===== src/sv/cpd_pkg.sv =====
// cpd_pkg: shared types and constants for the pairwise-deletion covariance block
// used by cpd_div.sv and covariance_pairwise_deletion.sv, no dependencies
package cpd_pkg;

   localparam int DEF_MAX_ROWS = 1024;
   localparam int DEF_MAX_COLS = 16;

   localparam int CFG_ROW_W  = 11;
   localparam int CFG_COL_W  = 5;
   localparam int CSR_IDX_W  = 1;
   localparam int SAMPLE_W   = 16;
   localparam int RIDX_W     = 4;
   localparam int COV_W      = 48;
   localparam int PAIR_OUT_W = 11;
   localparam int MEAN_W     = 32;
   localparam int DEV_W      = 26;
   localparam int PROD_W     = 2 * DEV_W;

   localparam logic [CFG_ROW_W-1:0] ROW_COUNT_RESET = 11'd1024;
   localparam logic [CFG_COL_W-1:0] COL_COUNT_RESET = 5'd16;

   localparam logic [CSR_IDX_W-1:0] CSR_ROW_COUNT = 1'b0;
   localparam logic [CSR_IDX_W-1:0] CSR_COL_COUNT = 1'b1;

   localparam logic REQ_LOAD = 1'b0;
   localparam logic REQ_READ = 1'b1;

   typedef struct packed {
      logic busy;
      logic done;
   } cpd_div_stat_type;

   typedef enum logic [4:0] {
      ST_IDLE,
      ST_READ,
      ST_M_RD,
      ST_M_ACC,
      ST_M_DIV,
      ST_M_WAIT,
      ST_M_WR,
      ST_P_K,
      ST_P_J,
      ST_P_J2,
      ST_C_RDA,
      ST_C_RDB,
      ST_C_MUL,
      ST_C_ACC,
      ST_C_DIV,
      ST_C_WAIT,
      ST_C_WR1,
      ST_C_WR2
   } cpd_state_type;

endpackage


===== src/sv/cpd_div.sv =====
// cpd_div: restoring divider, one quotient bit per cycle
// depends on cpd_pkg
module cpd_div #(
   parameter int W = 8
) (
   input  logic                     clock,
   input  logic                     reset,
   input  logic                     start,
   input  logic [W-1:0]             num,
   input  logic [W-1:0]             den,
   output cpd_pkg::cpd_div_stat_type stat,
   output logic [W-1:0]             quot
);
   import cpd_pkg::*;

   localparam int CW = $clog2(W + 1);

   logic [W:0]    rem_ff, rem_in;
   logic [W-1:0]  quo_ff, quo_in;
   logic [W-1:0]  den_ff, den_in;
   logic [CW-1:0] cnt_ff, cnt_in;
   logic          busy_ff, busy_in;
   logic          done_ff, done_in;
   logic [W:0]    rem_sh;
   logic          fits;

   assign rem_sh = {rem_ff[W-1:0], quo_ff[W-1]};
   assign fits   = rem_sh >= {1'b0, den_ff};

   always_comb begin
      rem_in  = rem_ff;
      quo_in  = quo_ff;
      den_in  = den_ff;
      cnt_in  = cnt_ff;
      busy_in = busy_ff;
      done_in = 1'b0;
      if (start) begin
         rem_in  = '0;
         quo_in  = num;
         den_in  = den;
         cnt_in  = CW'(W);
         busy_in = 1'b1;
      end else if (busy_ff) begin
         rem_in = fits ? rem_sh - {1'b0, den_ff} : rem_sh;
         quo_in = {quo_ff[W-2:0], fits};
         cnt_in = cnt_ff - CW'(1);
         if (cnt_ff == CW'(1)) begin
            busy_in = 1'b0;
            done_in = 1'b1;
         end
      end
   end

   always_ff @(posedge clock) begin
      rem_ff <= rem_in;
      quo_ff <= quo_in;
      den_ff <= den_in;
      cnt_ff <= cnt_in;
      if (reset) begin
         busy_ff <= 1'b0;
         done_ff <= 1'b0;
      end else begin
         busy_ff <= busy_in;
         done_ff <= done_in;
      end
   end

   assign stat.busy = busy_ff;
   assign stat.done = done_ff;
   assign quot      = quo_ff;

endmodule


===== config.mk =====
export PLATFORM = sky130hd
export DESIGN_NAME = cpd_div
export DESIGN_NICKNAME = d
export VERILOG_FILES = /design/src/sv/cpd_pkg.sv /design/src/sv/cpd_div.sv
export SDC_FILE = /design/constraint.sdc
export NUM_CORES = 1
export LEC_CHECK = 0
export ABC_AREA = 1
export BUFFER_PORTS_ARGS = -buffer_cell sky130_fd_sc_hd__buf_4
export CORE_MARGIN = 2
export CORE_UTILIZATION = 35
export DETAILED_ROUTE_END_ITERATION = 10
export SLEW_MARGIN = 25
export SYNTH_ARGS = -nofsm -noshare
export SYNTH_HDL_FRONTEND = slang
export SYNTH_SLANG_ARGS = --single-unit

===== constraint.sdc =====
create_clock -name clock -period 1.4 [get_ports clock]
set_input_delay 0 -clock clock [delete_from_list [all_inputs] [get_ports clock]]
set_output_delay 0 -clock clock [all_outputs]
set_load 0.1 [all_outputs]

==> results.yml <==
placement:
  placedCellCount: 301
  gp_congestion: 0.8122
  numPortBuffers: 28
  dp_hpwl_um: 2809
power_and_ir_drop:
  pwr-share-clk_pct: 30.7
  seqPwrFrac_pct: 38.6
  internal-power_w: 0.001863
  leakage_nw: 1.228
  switching_share_pct: 31.28
  switchingPower_w: 0.0008480
  worst_ir_drop_vdd_mv: 0.9429
  p_per_area_nw_per_um2: 1030
  combPwrFrac_pct: 30.7
global_routing:
  grtUsageTotal_pct: 16.93
  grt_max_degree: 14
  grt_pass1_wl_um: 6865
  grt_pass1_vias: 1521
  grt-ovfl-total: 0
  antenna_found_initial: 0
  busiest_layer: "met2"
  gr-usage-met2_pct: 29.13
  use_met1_pct: 19.84
  met3_usage_pct: 4.144
setup_path:
  worstSetupPathType: "flip-flop to flip-flop"
  crit_start: "den_ff[6]$_DFFE_PP_"
  critical_path_arrival_ns: 1.61
  worstPathRequired_ns: 1.41
  start_kind: "flip-flop"
  r2r_start: "den_ff[6]$_DFFE_PP_"
  critPathBufInv: 2
  endpoint_kind: "flip-flop"
  slowest_stage: "edfxtp_1"
  crit_top_cell: "nand2_2"
  cp_max_fo: 5
  max_stage_delay_ns: 0.37
  cpLargestDelayFamily: "flip-flops"
  path_cells: "inv_2, ha_4, nand2_2, nand2_2, nand2_2, nand2_2, a21oi_4, buf_12, a31oi_1"
cts:
  clk_pin_slew_worst_paths_ns: 0.06
  cts_sinks: 30
  htree_levels: 2
  insertion_delay_ns: 0.28
  clk_path_buf_depth: 2
  cts_tree: "yes"
  cts_root_buf: "clkbuf_8"
  numCtsBuffers: 5
run_status:
  status: "finished, violations left"
  violations: "setup timing"
synthesis:
  ys_ff_latch: 30
  avgSynthCellArea_um2: 8.176
  synth_area_leaders: "edfxtp_1 29%, dfxtp_1 17%, nand2_1 16%"
  syn_nets: 234
  synth_top_cell_area_share_pct: 28.81
  yosysSeqAreaShare_pct: 45.61
  async_flop_share_pct: 0
  synthDistinctLibCells: 30
  ys.warnings.count: 0
  yosysTopAreaCell: "edfxtp_1"
  synthCells: 204
  synthFlopType: "edfxtp_1"
  synthesis.area_um2: 1668
  synth_edf_count: 16
cells_and_area:
  post-route-util_pct: 56.46
  antennaDiodeCount: 0
  final_cells: 332
  finalNetCount: 307
  layout-drive-gt1-share_pct: 39.21
  syn2layout_area_growth_pct: 57.76
timing:
  clock.fmax_mhz: 626.0
  worst_slew_pin_slew_ns: 0.2990
  rsz0062_at_grt: "yes"
  skew_ns: 0.005894
  post-route-period-util_pct: 114.1
  max-slew-margin-rel_pct: 80.02
  maxSlewViolCount: 0
  final-setup-viol-count: 9
  setup_slack_ns: -0.1974
  period_needed_ns: 1.597
  hold_viol_final: 0
die:
  die_area_um2: 5333
  start_util_pct: 35.79
  coreArea_um2: 4661
  io_pins: 29
  rows: 25
  die_x_um: 73.03
  fp.dieH_um: 73.03
min_path:
  holdCritStartpoint: "start"
  hp-class: "primary input to flip-flop"
flow_run:
  cap_violations: 0
routing:
  drt_pass1_iterations: 4
  drc_errors: 0
  routed_wl_um: 4137
  dr_total_vias: 1569
  drtAntennaViolNets: 0
  drtIter0Drc: 58
  via_per_inst: 4.726
  avgRoutedWirePerCell_um: 12.46
## power groups by stage
| stage | logic [W] | registers (W) | clock network, W |
|---|---|---|---|
| global route | 0.000897 | 0.00105 | 0.000905 |
| detailed placement | 0.000672 | 0.00106 | 0 |
| floorplan | 0.000302 | 0.00123 | 0 |
| CTS | 0.000781 | 0.00105 | 0.000862 |
| finish | 0.000832 | 0.00105 | 0.000833 |
| global placement | 0.000669 | 0.00106 | 0 |
## area by class of cell
cell class                      count  area [um2]
Clock buffer                        7       76.32
Clock inverter                      1       30.03
Fill cell                         403        2029
Inverter                           29       108.9
Multi-Input combinational cell    143        1006
Sequential cell                    30       762.0
Tap cell                           54       67.56
Timing Repair Buffer               68       580.6
## cell families (layout without fill, tap and decap cells)
family                     count (synthesis)  after routing  synth area share (%)
AOI/OAI and AO/OA                         10             10                 3.826
adders and majority gates                 11             11                 8.702
DFF                                       30             30                 45.61
xor gates and xnor gates                   3              3                 1.576
buffers and inverters                     32            105                 7.651
and+or+nand+nor                          118            119                 32.63
## metal layers
metal | vias up | share of wire (%)
met5 | - | 0
met3 | 6 | 4.8
met2 | 43 | 51
met4 | 0 | 1.6
li1 | 794 | -
met1 | 726 | 42
## cell usage after synthesis (all sizes together), types with 2 or more instances
cell / instances
xor2: 2
nand2: 75
dfxtp: 14
nor3: 2
buf: 2
ha: 10
nand3: 18
a21oi: 5
nor2: 14
nand3b: 7
inv: 28
o21ai: 3
edfxtp: 16
## per-stage QoR
| step | TNS, ns | hold slack, ns | setup WS (ns) | power, W | area [um2] |
|---|---|---|---|---|---|
| 6_report | -1.698 | 0.04726 | -0.1974 | 0.002711 | 2631 |
| 5_1_grt | -2.448 | 0.04493 | -0.2804 | 0.002856 | 2631 |
| 4_1_cts | -1.090 | 0.04199 | -0.1485 | 0.002689 | 2522 |
| 3_5_place_dp | -1.900 | 0.1779 | -0.2462 | 0.001730 | 2095 |
| 3_3_place_gp | -1.751 | 0.1753 | -0.2211 | 0.001727 | 2095 |
| 2_1_floorplan | -5.645 | 0.07632 | -0.7561 | 0.001530 | 1700 |
## final timing paths
kind	end	slack, ns	cells after the start
worst max-delay path	quot[0]$_DFFE_PP_	-0.20	9
worst min-delay path	den_ff[7]$_DFFE_PP_	0.05	1
worst max register to register	quot[0]$_DFFE_PP_	-0.20	9
worst min register to register	cnt_ff[3]$_SDFFE_PP1P_	0.46	1
## flip-flops by register name (all words and copies together) (netlist names)
name / cells
done_ff: 1
busy_ff: 1
rem_ff: 8
quot: 8
cnt_ff: 4
den_ff: 8
## cell usage in the layout, fill, tap and decap left out
cell type	n
nand2_2	15
fa_2	1
nand3_1	12
nor2_2	1
nand3_4	1
a21oi_1	3
buf_12	1
nand3b_1	7
o22ai_1	1
nor3_1	1
nor3_4	1
nor2_4	3
inv_1	21
a21oi_4	1
dlygate4sd3_1	16
inv_2	8
xor2_1	2
dfxtp_1	13
buf_4	50
a21oi_2	1
ha_1	2
o21ai_0	2
edfxtp_1	16
ha_4	8
bufinv_16	1
clkbuf_16	1
clkbuf_8	5
or2_4	1
nand2_1	57
o21ai_1	1
dfxtp_2	1
xnor2_1	1
nand3_2	5
nand2_4	2
nand2_8	2
nor2_1	10
a31oi_1	1
nand4_1	1
clkbuf_1	2
## timing repair
action | in CTS | in global routing
hold buffers | 16 | 0
gates cloned | 1 | 1
gates resized for setup | 16 | 19
setup buffers | 3 | 2
endpoints found under the setup margin | 9 | 9
pin swaps | 4 | 16
endpoints found under the hold margin | 17 | 0
Note: power is estimated with default switching activity, not from simulation.
